`config.mk`:
```
export PLATFORM = sky130hd
export DESIGN_NAME = pwsc_cell
export DESIGN_NICKNAME = d
export VERILOG_FILES = /design/src/pwsc_pkg.sv /design/src/pwsc_cell.sv
export SDC_FILE = /design/constraint.sdc
export NUM_CORES = 2
export LEC_CHECK = 0
export BUFFER_PORTS_ARGS = -buffer_cell sky130_fd_sc_hd__buf_2
export CAP_MARGIN = 10
export CORE_ASPECT_RATIO = 0.5
export CORE_MARGIN = 5
export CORE_UTILIZATION = 63
export CTS_BUF_LIST = sky130_fd_sc_hd__clkbuf_16
export DETAILED_ROUTE_END_ITERATION = 16
export HOLD_SLACK_MARGIN = 0.06
export PLACE_DENSITY = 0.82
export SYNTH_ARGS = -nofsm -noshare
export SYNTH_HDL_FRONTEND = slang
export SYNTH_SLANG_ARGS = --single-unit
```
`constraint.sdc`:
```
create_clock -name clk -period 5.62 [get_ports clk]
set_input_delay 0.843 -clock clk [delete_from_list [all_inputs] [get_ports clk]]
set_output_delay 0.843 -clock clk [all_outputs]
set_load 0.005 [all_outputs]
```
`src/pwsc_pkg.sv`:
```
`timescale 1ns / 1ps
// ----------------------------------------------------------------------------
// pwsc_pkg
// Shared constants, types and helpers of the position-weight window scanner.
// ----------------------------------------------------------------------------
package pwsc_pkg;

  localparam int MAX_WINDOW  = 64;
  localparam int ALPHABET    = 26;
  localparam int WEIGHT_BITS = 16;
  localparam int COUNT_BITS  = 20;

  localparam int POS_BITS    = $clog2(MAX_WINDOW);
  localparam int LETTER_BITS = 5;
  localparam int LEN_BITS    = 7;
  localparam int SCORE_BITS  = 32;
  localparam int CFG_BITS    = 32;
  localparam int SUM_BITS    = WEIGHT_BITS + POS_BITS;

  // Sum tree built from groups of four.
  localparam int TREE_FAN = 4;
  localparam int TREE_L1  = MAX_WINDOW / TREE_FAN;
  localparam int TREE_L2  = TREE_L1 / TREE_FAN;

  // Input item layout.
  localparam int IN_POS_LSB    = 0;
  localparam int IN_LETTER_LSB = IN_POS_LSB + POS_BITS;
  localparam int IN_WEIGHT_LSB = IN_LETTER_LSB + LETTER_BITS;
  localparam int IN_DATA_BITS  = 32;
  localparam int IN_USER_BITS  = 3;

  // Result item layout.
  localparam int OUT_TOTAL_LSB = SCORE_BITS;
  localparam int OUT_COUNT_LSB = OUT_TOTAL_LSB + COUNT_BITS;
  localparam int OUT_DATA_BITS = 72;
  localparam int OUT_USER_BITS = 2;

  localparam logic [LETTER_BITS-1:0] LETTER_X   = LETTER_BITS'(23);
  localparam logic [LEN_BITS-1:0]    LEN_RESET  = LEN_BITS'(30);
  localparam logic [COUNT_BITS-1:0]  COUNT_MAX  = '1;

  typedef logic [LETTER_BITS-1:0]        letter_t;
  typedef logic [POS_BITS-1:0]           pos_t;
  typedef logic signed [WEIGHT_BITS-1:0] weight_t;
  typedef logic [COUNT_BITS-1:0]         count_t;

  typedef enum logic [1:0] {
    REQ_LOAD    = 2'd0,
    REQ_RESIDUE = 2'd1,
    REQ_READ    = 2'd2,
    REQ_CLEAR   = 2'd3
  } req_t;

  localparam int CFG_IDX_BITS = 1;
  localparam logic [CFG_IDX_BITS-1:0] CFG_WINDOW_LENGTH   = 1'b0;
  localparam logic [CFG_IDX_BITS-1:0] CFG_MATCH_THRESHOLD = 1'b1;

  // Broadcast from the controller to every cell of the chain.
  typedef struct packed {
    logic    shift_en;    // move the letter ring by one cell
    logic    insert;      // the head cell takes new_letter instead of its neighbor
    letter_t new_letter;
    pos_t    win_last;    // cell index of the newest residue of the window
    logic    wr_en;
    pos_t    wr_pos;
    letter_t wr_letter;
    weight_t wr_weight;
    logic    inc_en;      // matched window: bump the count of each in-window cell's pair
    logic    clr;
    letter_t rd_letter;
  } cell_ctrl_t;

  function automatic logic letter_ok(input letter_t l);
    return l < LETTER_BITS'(ALPHABET);
  endfunction

  function automatic count_t count_inc(input count_t c);
    return (c == COUNT_MAX) ? c : c + COUNT_BITS'(1);
  endfunction

endpackage

```
`src/pwsc_cell.sv`:
```
`timescale 1ns / 1ps
// ----------------------------------------------------------------------------
// pwsc_cell
// One window position: its weight row, its count row and one letter of the
// residue ring, which it takes from its right-hand neighbor on each shift.
// ----------------------------------------------------------------------------
module pwsc_cell (
  input  logic                  clk,
  input  logic                  rst_n,
  input  pwsc_pkg::pos_t        idx,
  input  pwsc_pkg::cell_ctrl_t  ctrl,
  input  pwsc_pkg::letter_t     right_letter,
  output pwsc_pkg::letter_t     letter_o,
  output pwsc_pkg::weight_t     term_o,
  output pwsc_pkg::count_t      rd_count_o
);

  pwsc_pkg::letter_t letter_r;
  pwsc_pkg::letter_t letter_nxt;
  pwsc_pkg::weight_t weight_row [pwsc_pkg::ALPHABET];
  pwsc_pkg::count_t  count_row_r [pwsc_pkg::ALPHABET];
  pwsc_pkg::weight_t term_r;
  pwsc_pkg::count_t  rd_r;
  logic              head;
  logic              in_win;
  logic              own_ok;

  assign head   = (idx == ctrl.win_last);
  assign in_win = (idx <= ctrl.win_last);
  assign own_ok = pwsc_pkg::letter_ok(letter_r);

  assign letter_nxt = (ctrl.insert && head) ? ctrl.new_letter : right_letter;

  always_ff @(posedge clk) begin
    if (!rst_n) begin
      letter_r <= '0;
    end else if (ctrl.shift_en) begin
      letter_r <= letter_nxt;
    end
  end

  // Weights stay undefined until software loads them.
  always_ff @(posedge clk) begin
    if (ctrl.wr_en && (ctrl.wr_pos == idx) && pwsc_pkg::letter_ok(ctrl.wr_letter)) begin
      weight_row[ctrl.wr_letter] <= ctrl.wr_weight;
    end
  end

  always_ff @(posedge clk) begin
    for (int j = 0; j < pwsc_pkg::ALPHABET; j++) begin
      if (!rst_n || ctrl.clr) begin
        count_row_r[j] <= '0;
      end else if (ctrl.inc_en && in_win && (letter_r == pwsc_pkg::LETTER_BITS'(j))) begin
        count_row_r[j] <= pwsc_pkg::count_inc(count_row_r[j]);
      end
    end
  end

  // The unknown letter and codes past the alphabet add nothing.
  always_ff @(posedge clk) begin
    if (in_win && own_ok && (letter_r != pwsc_pkg::LETTER_X)) begin
      term_r <= weight_row[letter_r];
    end else begin
      term_r <= '0;
    end
    if (pwsc_pkg::letter_ok(ctrl.rd_letter)) begin
      rd_r <= count_row_r[ctrl.rd_letter];
    end else begin
      rd_r <= '0;
    end
  end

  assign letter_o   = letter_r;
  assign term_o     = term_r;
  assign rd_count_o = rd_r;

endmodule

```
==> impl_metrics.csv <==
group,metric,value,unit
placed_design,portBuffers,101,
sta,relSlewSlack,11.1,%
sta,fmax,0.271,GHz
floorplanning,die_width,405,um
worst_setup_path,worst-path-max-fanout,28,
routing,antenna_left,0,
synth,synth_cell_types,58,
cts,cts.repair.resized,0,
cells_and_area,finalNonFillerCells,5090,
global_route,grt_use_met1,40.9,%
sta,finalCritPeriodShare,65.8,%
job,max_cap_violations,0,
power_and_ir_drop,ir_drop,0.471,mV
placed_design,place.gp.congestion,0.967,
cells_and_area,nNetsFinal,4076,
cells_and_area,areaGrowthSynthToFinish,9.74,%
worst_setup_path,cp-end-kind,"register",
sta,min_period,3.70,ns
global_route,busiest_layer,"met2",
global_route,antenna_found_initial,1,
synth,synth_enable_flop_cells,936,
synth,yosys_warnings,0,
worst_setup_path,path_class,"in -> reg",
routing,viasPerCell,6.56,
sta,setup_viol,0,
outcome,status,"complete, no violations",
synth,ys_seq_area_share,58.8,%
global_route,grt_pass1_wl,190,mm
routing,drt_iter0_drc,4932,
synth,async_flop_share,0,%
floorplanning,boundaryPins,102,
floorplanning,die_y,208,um
floorplanning,rows,72,
worst_hold_path,hp-class,"in -> reg",
placed_design,place_hpwl,84.3,mm
cts,post-cts-setup-buffers,0,
synth,synth.avg_cell_area,12.7,um^2
global_route,use_met2,45.9,%
power_and_ir_drop,p_total,16.0,mW
sta,hold_ws,0.445,ns
global_route,grt_pass1_vias,31841,
floorplanning,core,77300,um^2
cells_and_area,drive_gt1_share,15.2,%
cts,clkTransAtPathRegs,0.07,ns
sta,fin_tns_setup,0,ns
cts,root_buffer,"clkbuf_16",
worst_setup_path,cp-start-kind,"input port",
synth,ys.flop_type,"edfxtp_1",
cts,numCtsBuffers,86,
sta,finalHoldViolCount,0,
floorplanning,die_area,84000,um^2
routing,wl_per_cell,24.6,um
worst_setup_path,cp_data_required_time,6.00,ns
sta,skew,0.0440,ns
cts,htree_levels,3,
routing,wl,125,mm
routing,routed-via-count,33405,
synth,syn_nets,3974,
routing,post-route-drc-count,0,
global_route,use_met3,6.84,%
global_route,grt_max_degree,88,
sta,finalMaxSlewViolations,0,
cts,clock_path_buffers,3,
cts,cts_tree,"yes",
worst_setup_path,crit_arrival,4.08,ns
sta,rsz0062_at_grt,"no",
global_route,overflow,0,
routing,dr.pass1.iters,6,
global_route,track_usage,29.4,%
cts,cts_sinks,977,
cts,clock_latency,0.71,ns
floorplanning,initial_utilization,63.6,%
synth,ys_ff_latch,977,
sta,tightest_slew,1.33,ns
power_and_ir_drop,p_per_area,297,nW/um^2
cts,hold_buffers,0,
synth,netlist_area,49200,um^2
synth,syn_inst,3881,
placed_design,post-place-cells,4929,
power_and_ir_drop,p_leak,17.6,nW
## kinds of logic after synthesis
kind of cell / share of synthesized area [%]
xor gates and xnor gates: 8.45
and+or+nand+nor: 15.0
buffers and inverters: 2.27
DFF: 58.8
AOI/OAI and AO/OA: 3.30
muxes: 11.4
adders and majority gates: 0.815
## layout make-up
cell class | count | area, um^2
Multi-Input combinational cell | 2648 | 19200
Clock inverter | 72 | 861
Antenna cell | 1 | 2.50
Tap cell | 1036 | 1300
Sequential cell | 977 | 28900
Fill cell | 5128 | 23400
Clock buffer | 86 | 2150
Timing Repair Buffer | 198 | 1270
Inverter | 72 | 270
## layer usage
metal  vias to the layer above  wire length [um]
li1                      14720                 -
met1                     16306             47600
met2                      2080             58300
met3                       299             14500
met4                         0              4760
met5                         -                 0
## placed cells by master, fill, tap and decap left out, types with 38 or more instances in the layout
cell and count:
nand4_1 100, xnor2_1 203, mux2_2 110, buf_2 99
xor2_1 271, nor3_1 168, nor2b_1 43, clkbuf_16 86
nand2_1 205, mux4_2 132, inv_1 83, dfxtp_1 38
nor2_1 556, buf_4 96, edfxtp_1 936, and3_1 73
nor4_1 52, mux2i_1 137, nand3_1 218
## Yosys cell counts, types with 72 or more instances
master,number,area [um^2]
mux4_2,132,2970
buf_2,81,405
nand4_1,100,626
mux2i_1,137,1370
edfxtp_1,936,28100
xor2_1,271,2370
nand3_1,218,1090
and3_1,73,457
nand2_1,205,769
xnor2_1,203,1780
nor3_1,168,841
clkbuf_1,84,315
mux2_2,110,1240
inv_1,72,270
nor2_1,557,2090
## state kept, by name, summed over array words and instances (netlist names)
signal,flops
count_row_r,520
letter_o,5
rd_count_o,20
term_o,16
weight_row,416
## report_power, final
part / switching (mW) / leakage, nW / internal [mW]
logic: 0.710 / 6.22 / 0.469
registers: 0.291 / 9.87 / 8.17
clock network: 2.86 / 1.50 / 3.53
total: 3.86 / 17.6 / 12.2
## path summary, 6_finish.rpt
kind | from | slack (ns) | cells past startpoint | to
max reg2reg | letter_o[2] | 2.04 | 7 | count_row_r[15][3]
min | ctrl[47] | 0.45 | 2 | letter_o[1]
max | rst_n | 1.92 | 9 | count_row_r[15][3]
min reg2reg | count_row_r[24][15] | 0.63 | 2 | count_row_r[24][15]
## critical path, cell delays in order
cell      delay [ns]
buf_2           0.09
nor2b_4         0.16
buf_4           0.53
nand3_1         0.44
nor2_1          0.48
o211ai_1        0.23
buf_4           0.28
o21ai_1         0.68
buf_4           0.33
## metrics by stage
stage / area, um^2 / utilization [%] / setup slack, ns
after floorplan: 49200 / - / 0.709
after global placement: 50900 / 65.9 / 1.37
after detailed placement: 50900 / 65.9 / 1.28
after CTS: 53900 / 69.8 / 2.01
after global routing: 53900 / 69.8 / 1.81
final: 53900 / 69.8 / 1.92
No activity file was read; power rests on OpenSTA's default activity.
