<file path="config.mk">
export PLATFORM = sky130hd
export DESIGN_NAME = pwsc_sum_tree
export DESIGN_NICKNAME = d
export VERILOG_FILES = /design/src/pwsc_pkg.sv /design/src/pwsc_sum_tree.sv
export SDC_FILE = /design/constraint.sdc
export NUM_CORES = 2
export LEC_CHECK = 0
export BUFFER_PORTS_ARGS = -buffer_cell sky130_fd_sc_hd__buf_2
export CORE_MARGIN = 2
export CORE_UTILIZATION = 25
export DETAILED_ROUTE_END_ITERATION = 8
export PLACE_DENSITY = 0.44
export SYNTH_ARGS = -nofsm -noshare
export SYNTH_HDL_FRONTEND = slang
export SYNTH_SLANG_ARGS = --single-unit
</file>
<file path="constraint.sdc">
create_clock -name clk -period 4 [get_ports clk]
set_input_delay 0.6 -clock clk [delete_from_list [all_inputs] [get_ports clk]]
set_output_delay 0.6 -clock clk [all_outputs]
set_load 0.005 [all_outputs]
</file>
<file path="src/pwsc_pkg.sv">
`timescale 1ns / 1ps
// ----------------------------------------------------------------------------
// pwsc_pkg
// Shared constants, types and helpers of the position-weight window scanner.
// ----------------------------------------------------------------------------
package pwsc_pkg;

  localparam int MAX_WINDOW  = 64;
  localparam int ALPHABET    = 26;
  localparam int WEIGHT_BITS = 16;
  localparam int COUNT_BITS  = 20;

  localparam int POS_BITS    = $clog2(MAX_WINDOW);
  localparam int LETTER_BITS = 5;
  localparam int LEN_BITS    = 7;
  localparam int SCORE_BITS  = 32;
  localparam int CFG_BITS    = 32;
  localparam int SUM_BITS    = WEIGHT_BITS + POS_BITS;

  // Sum tree built from groups of four.
  localparam int TREE_FAN = 4;
  localparam int TREE_L1  = MAX_WINDOW / TREE_FAN;
  localparam int TREE_L2  = TREE_L1 / TREE_FAN;

  // Input item layout.
  localparam int IN_POS_LSB    = 0;
  localparam int IN_LETTER_LSB = IN_POS_LSB + POS_BITS;
  localparam int IN_WEIGHT_LSB = IN_LETTER_LSB + LETTER_BITS;
  localparam int IN_DATA_BITS  = 32;
  localparam int IN_USER_BITS  = 3;

  // Result item layout.
  localparam int OUT_TOTAL_LSB = SCORE_BITS;
  localparam int OUT_COUNT_LSB = OUT_TOTAL_LSB + COUNT_BITS;
  localparam int OUT_DATA_BITS = 72;
  localparam int OUT_USER_BITS = 2;

  localparam logic [LETTER_BITS-1:0] LETTER_X   = LETTER_BITS'(23);
  localparam logic [LEN_BITS-1:0]    LEN_RESET  = LEN_BITS'(30);
  localparam logic [COUNT_BITS-1:0]  COUNT_MAX  = '1;

  typedef logic [LETTER_BITS-1:0]        letter_t;
  typedef logic [POS_BITS-1:0]           pos_t;
  typedef logic signed [WEIGHT_BITS-1:0] weight_t;
  typedef logic [COUNT_BITS-1:0]         count_t;

  typedef enum logic [1:0] {
    REQ_LOAD    = 2'd0,
    REQ_RESIDUE = 2'd1,
    REQ_READ    = 2'd2,
    REQ_CLEAR   = 2'd3
  } req_t;

  localparam int CFG_IDX_BITS = 1;
  localparam logic [CFG_IDX_BITS-1:0] CFG_WINDOW_LENGTH   = 1'b0;
  localparam logic [CFG_IDX_BITS-1:0] CFG_MATCH_THRESHOLD = 1'b1;

  // Broadcast from the controller to every cell of the chain.
  typedef struct packed {
    logic    shift_en;    // move the letter ring by one cell
    logic    insert;      // the head cell takes new_letter instead of its neighbor
    letter_t new_letter;
    pos_t    win_last;    // cell index of the newest residue of the window
    logic    wr_en;
    pos_t    wr_pos;
    letter_t wr_letter;
    weight_t wr_weight;
    logic    inc_en;      // matched window: bump the count of each in-window cell's pair
    logic    clr;
    letter_t rd_letter;
  } cell_ctrl_t;

  function automatic logic letter_ok(input letter_t l);
    return l < LETTER_BITS'(ALPHABET);
  endfunction

  function automatic count_t count_inc(input count_t c);
    return (c == COUNT_MAX) ? c : c + COUNT_BITS'(1);
  endfunction

endpackage

</file>
<file path="src/pwsc_sum_tree.sv">
`timescale 1ns / 1ps
// ----------------------------------------------------------------------------
// pwsc_sum_tree
// Registered adder tree that folds the per-cell terms into the window sum.
// ----------------------------------------------------------------------------
module pwsc_sum_tree (
  input  logic                                    clk,
  input  pwsc_pkg::weight_t                       terms [pwsc_pkg::MAX_WINDOW],
  output logic signed [pwsc_pkg::SUM_BITS-1:0]    sum_o
);

  logic signed [pwsc_pkg::SUM_BITS-1:0] l1_r   [pwsc_pkg::TREE_L1];
  logic signed [pwsc_pkg::SUM_BITS-1:0] l1_nxt [pwsc_pkg::TREE_L1];
  logic signed [pwsc_pkg::SUM_BITS-1:0] l2_r   [pwsc_pkg::TREE_L2];
  logic signed [pwsc_pkg::SUM_BITS-1:0] l2_nxt [pwsc_pkg::TREE_L2];
  logic signed [pwsc_pkg::SUM_BITS-1:0] sum_r;
  logic signed [pwsc_pkg::SUM_BITS-1:0] sum_nxt;

  always_comb begin
    for (int g = 0; g < pwsc_pkg::TREE_L1; g++) begin
      l1_nxt[g] = '0;
      for (int k = 0; k < pwsc_pkg::TREE_FAN; k++) begin
        l1_nxt[g] = l1_nxt[g] + pwsc_pkg::SUM_BITS'(terms[g*pwsc_pkg::TREE_FAN + k]);
      end
    end
    for (int g = 0; g < pwsc_pkg::TREE_L2; g++) begin
      l2_nxt[g] = '0;
      for (int k = 0; k < pwsc_pkg::TREE_FAN; k++) begin
        l2_nxt[g] = l2_nxt[g] + l1_r[g*pwsc_pkg::TREE_FAN + k];
      end
    end
    sum_nxt = '0;
    for (int g = 0; g < pwsc_pkg::TREE_L2; g++) begin
      sum_nxt = sum_nxt + l2_r[g];
    end
  end

  always_ff @(posedge clk) begin
    l1_r  <= l1_nxt;
    l2_r  <= l2_nxt;
    sum_r <= sum_nxt;
  end

  assign sum_o = sum_r;

endmodule

</file>
==> insert_results.sql <==
INSERT INTO impl_metrics (metric_group, metric, value, unit) VALUES
('place', 'finalWeightedCongestion', '0.8360', ''),
('worst_setup_path', 'worst_path_largest_cell_delay', '560', 'ps'),
('clocking', 'number_of_buffers_created_by_cts', '56', ''),
('worst_setup_path', 'timing.critical_path.required', '4470', 'ps'),
('timing', 'report.final.hold_viol_count', '0', ''),
('timing', 'final-max-slew-violation-count', '0', ''),
('clocking', 'clk_pin_slew', '70', 'ps'),
('timing', 'clock-skew-final', '34.40', 'ps'),
('finish', 'layout_commonest_cell', 'inv_1', ''),
('place', 'placement.io_buffers', '1046', ''),
('clocking', 'cts_buffer_depth', '3', ''),
('timing', 'f_max', '259.1', 'MHz'),
('synth', 'post_syn_instances', '5279', ''),
('clocking', 'holdBufCountCts', '0', ''),
('synth', 'ys.flop_type', 'dfxtp_1', ''),
('detailed_routing', 'ant_nets', '0', ''),
('worst_setup_path', 'internal_reg_to_reg_setup_slack', '140', 'ps'),
('finish', 'nFillCells', '19930', ''),
('die', 'ioPinCount', '1047', ''),
('min_path', 'hold_path_end', 'l1_r[0]', ''),
('global_routing', 'gr-total-overflow', '0', ''),
('finish', 'commonest_non_fill_non_tap_cells_in_the_layout', '2054 x inv_1, 1046 x buf_2, 726 x fa_1, 414 x dfxtp_1, 393 x ha_1', ''),
('place', 'place.detailed.hpwl', '125500', 'um'),
('synth', 'number_of_synthesized_register_bits', '414', ''),
('worst_setup_path', 'crit_path_cell_trace', 'fa_1, fa_1, ha_1, fa_1, a211oi_1, o21ai_0, a21oi_2, o21ai_0, a21oi_1, xnor2_1', ''),
('detailed_routing', 'drt_pre_antenna_iters', '5', ''),
('worst_setup_path', 'worst-r2r-cell-count', '10', ''),
('die', 'initial_utilization', '25.21', '%'),
('global_routing', 'maximum_number_of_pins_on_one_net_before_global_route_repair', '17', ''),
('synth', 'synth.avg_cell_area', '8.763', 'sq um'),
('clocking', 'clock_insertion_delay_worst_skew', '660', 'ps'),
('min_path', 'min_from', 'terms[48]', ''),
('clocking', 'clk_root_buffer_cell', 'clkbuf_16', ''),
('outcome', 'run_status', 'finished clean', ''),
('timing', 'grt_setup_unrepaired', 'false', ''),
('worst_setup_path', 'worstPathMaxFanout', '3', ''),
('clocking', 'numClockSinks', '414', ''),
('global_routing', 'track_usage', '14.52', '%'),
('clocking', 'tritoncts', 'built', ''),
('finish', 'post_route_cells_drive_above_1_share', '18.94', '%'),
('min_path', 'min-delay-path-class', 'in -> reg', ''),
('detailed_routing', 'residual_drc_count', '0', ''),
('global_routing', 'antenna_found_initial', '11', ''),
('finish', 'num-nets-final', '8573', ''),
('global_routing', 'grt_pass1_wl', '211200', 'um'),
('timing', 'final_setup_tns', '0', 'ps'),
('detailed_routing', 'dr.first_iter.drc_count', '1269', ''),
('worst_setup_path', 'slowest_stage', 'fa_1', ''),
('worst_setup_path', 'setup.worst_path.end_class', 'register', ''),
('synth', 'synth_sequential_area_ratio', '17.92', '%'),
('finish', 'layout-area-overhead-vs-synth', '23.36', '%'),
('run', 'drv_cap', '0', ''),
('clocking', 'htree_num_levels', '2', ''),
('die', 'dieHeight', '434.2', 'um'),
('synth', 'syn-num-nets', '7423', ''),
('timing', 'layout_worst_path_cycle_share', '96.49', '%'),
('die', 'die_width', '434.2', 'um'),
('detailed_routing', 'wl', '137400', 'um'),
('worst_setup_path', 'critical_setup_path_class', 'reg -> reg', ''),
('timing', 'final-setup-viol-count', '0', ''),
('worst_setup_path', 'reg2reg_from', 'l1_r[89]', ''),
('die', 'core.rowCount', '157', ''),
('synth', 'post_synth_instance_area', '46260', 'sq um'),
('timing', 'tightest_slew', '633.4', 'ps'),
('worst_setup_path', 'reg2reg_to', 'l2_r[39]', ''),
('timing', 'min_period', '3860', 'ps'),
('min_path', 'hold_path_depth', '2', ''),
('detailed_routing', 'drt-wirelength-per-cell', '15.37', 'um'),
('synth', 'synth_enable_flop_cells', '0', ''),
('synth', 'yosys.cell_types.count', '70', ''),
('die', 'core-area', '183500', 'sq um'),
('detailed_routing', 'vias_per_cell', '4.026', ''),
('global_routing', 'first_global_vias', '38450', ''),
('worst_setup_path', 'crit_path_frequent_cell', 'fa_1', ''),
('timing', 'slew_headroom', '57.33', '%'),
('die', 'die_area', '188500', 'sq um'),
('worst_setup_path', 'cp.arrival', '4330', 'ps'),
('finish', 'seq_area', '8288', 'sq um'),
('finish', 'multiInputGateArea', '30260', 'sq um'),
('worst_setup_path', 'worst_setup_path_start_kind', 'register', ''),
('finish', 'finish.utilization', '31.10', '%'),
('synth', 'async_reset_ff_share', '0', '%'),
('synth', 'synth_warnings', '0', ''),
('detailed_routing', 'routed-via-count', '36010', '');
## sequential cells by signal, summed over array words and instances, names as in the netlist
register	count
l2_r	88
l1_r	304
sum_o	22
## cell usage after synthesis, types with 13 or more instances
cell type,n,area share (%)
nor4_1,18,0.24
ha_1,393,11
or3_1,13,0.18
o211ai_1,22,0.36
a21o_1,113,1.8
nand2b_1,39,0.53
dfxtp_1,414,18
a31oi_1,46,0.62
nor2b_1,49,0.66
nand4_1,13,0.18
nand2_1,110,0.89
inv_1,2054,17
and3_1,16,0.22
a21oi_1,230,2.5
o31ai_1,16,0.26
nand3_1,45,0.49
xor2_1,79,1.5
nor3_1,40,0.43
o21bai_1,43,0.70
o21ai_0,169,1.8
fa_1,726,31
o31a_1,14,0.27
a211oi_1,24,0.39
o21a_1,63,1.0
xnor2_1,215,4.1
nor2_1,144,1.2
## critical path, delay by kind of cell, from the launching register on
family,cells,cell delay [ps]
compound gates,5,1350
xor+xnor,1,310
flops,1,310
fa+ha+maj,4,1720
## area by class of cell
class / instances / area share, %
multi-input combinational: 2800 / 53.03
sequential: 414 / 14.52
inverter: 2054 / 13.51
timing repair buffer: 1103 / 9.923
tap: 2464 / 5.402
clock buffer: 70 / 2.723
clock inverter: 32 / 0.8572
antenna: 8 / 0.03508
## routing by layer
layer	up-vias	part of all wire, %	GRT usage (%)
met4	2	2.2	3.267
li1	17980	-	-
met2	712	51	26.30
met5	-	0.0051	0
met3	126	4.0	1.873
met1	17190	43	18.18
## how the worst max path moves through the flow
stage / startpoint / end / slack, ps / depth (start not counted)
floorplan: terms[257] / l1_r[105] / 380 / 12
global placement: terms[257] / l1_r[105] / -110 / 13
detailed placement: terms[257] / l1_r[105] / -120 / 13
CTS: l1_r[265] / l2_r[87] / 20 / 11
global route: l1_r[267] / l2_r[86] / 20 / 14
finish: l1_r[89] / l2_r[39] / 140 / 10
## metrics by stage
stage | std cells | hold slack, ps | instance area [sq um] | worst slack, ps
global route | 8943 | 101.0 | 57060 | 20.10
global placement | 8835 | 465.8 | 54970 | -112.8
detailed placement | 8835 | 456.5 | 54970 | -123.5
floorplan | 5279 | 432.4 | 46260 | 375.6
CTS | 8937 | 76.61 | 57010 | 24.33
finish | 8945 | 156.2 | 57070 | 140.3
## kinds of logic (layout without fill, tap and decap cells)
| kind of cell | after synthesis | after routing | share of synthesized area [%] |
|---|---|---|---|
| AO/OA/AOI/OAI | 847 | 847 | 11.83 |
| AND/OR/NAND/NOR | 534 | 534 | 5.756 |
| flip-flops | 414 | 414 | 17.92 |
| multiplexers | 6 | 6 | 0.1325 |
| buffers and inverters | 2065 | 3259 | 16.76 |
| XOR/XNOR | 294 | 294 | 5.566 |
| adder cells (fa/ha/maj) | 1119 | 1119 | 42.05 |
| other | 0 | 8 | 0 |
## timing repair
| action | 4_1_cts | 5_1_grt |
|---|---|---|
| buffers inserted | 0 | 0 |
| gates resized for setup | 0 | 8 |
| endpoints found under the setup margin | 0 | 10 |
Power is not shown: default switching activity piles up to over one toggle a cycle in this logic, so the estimate is an artifact.
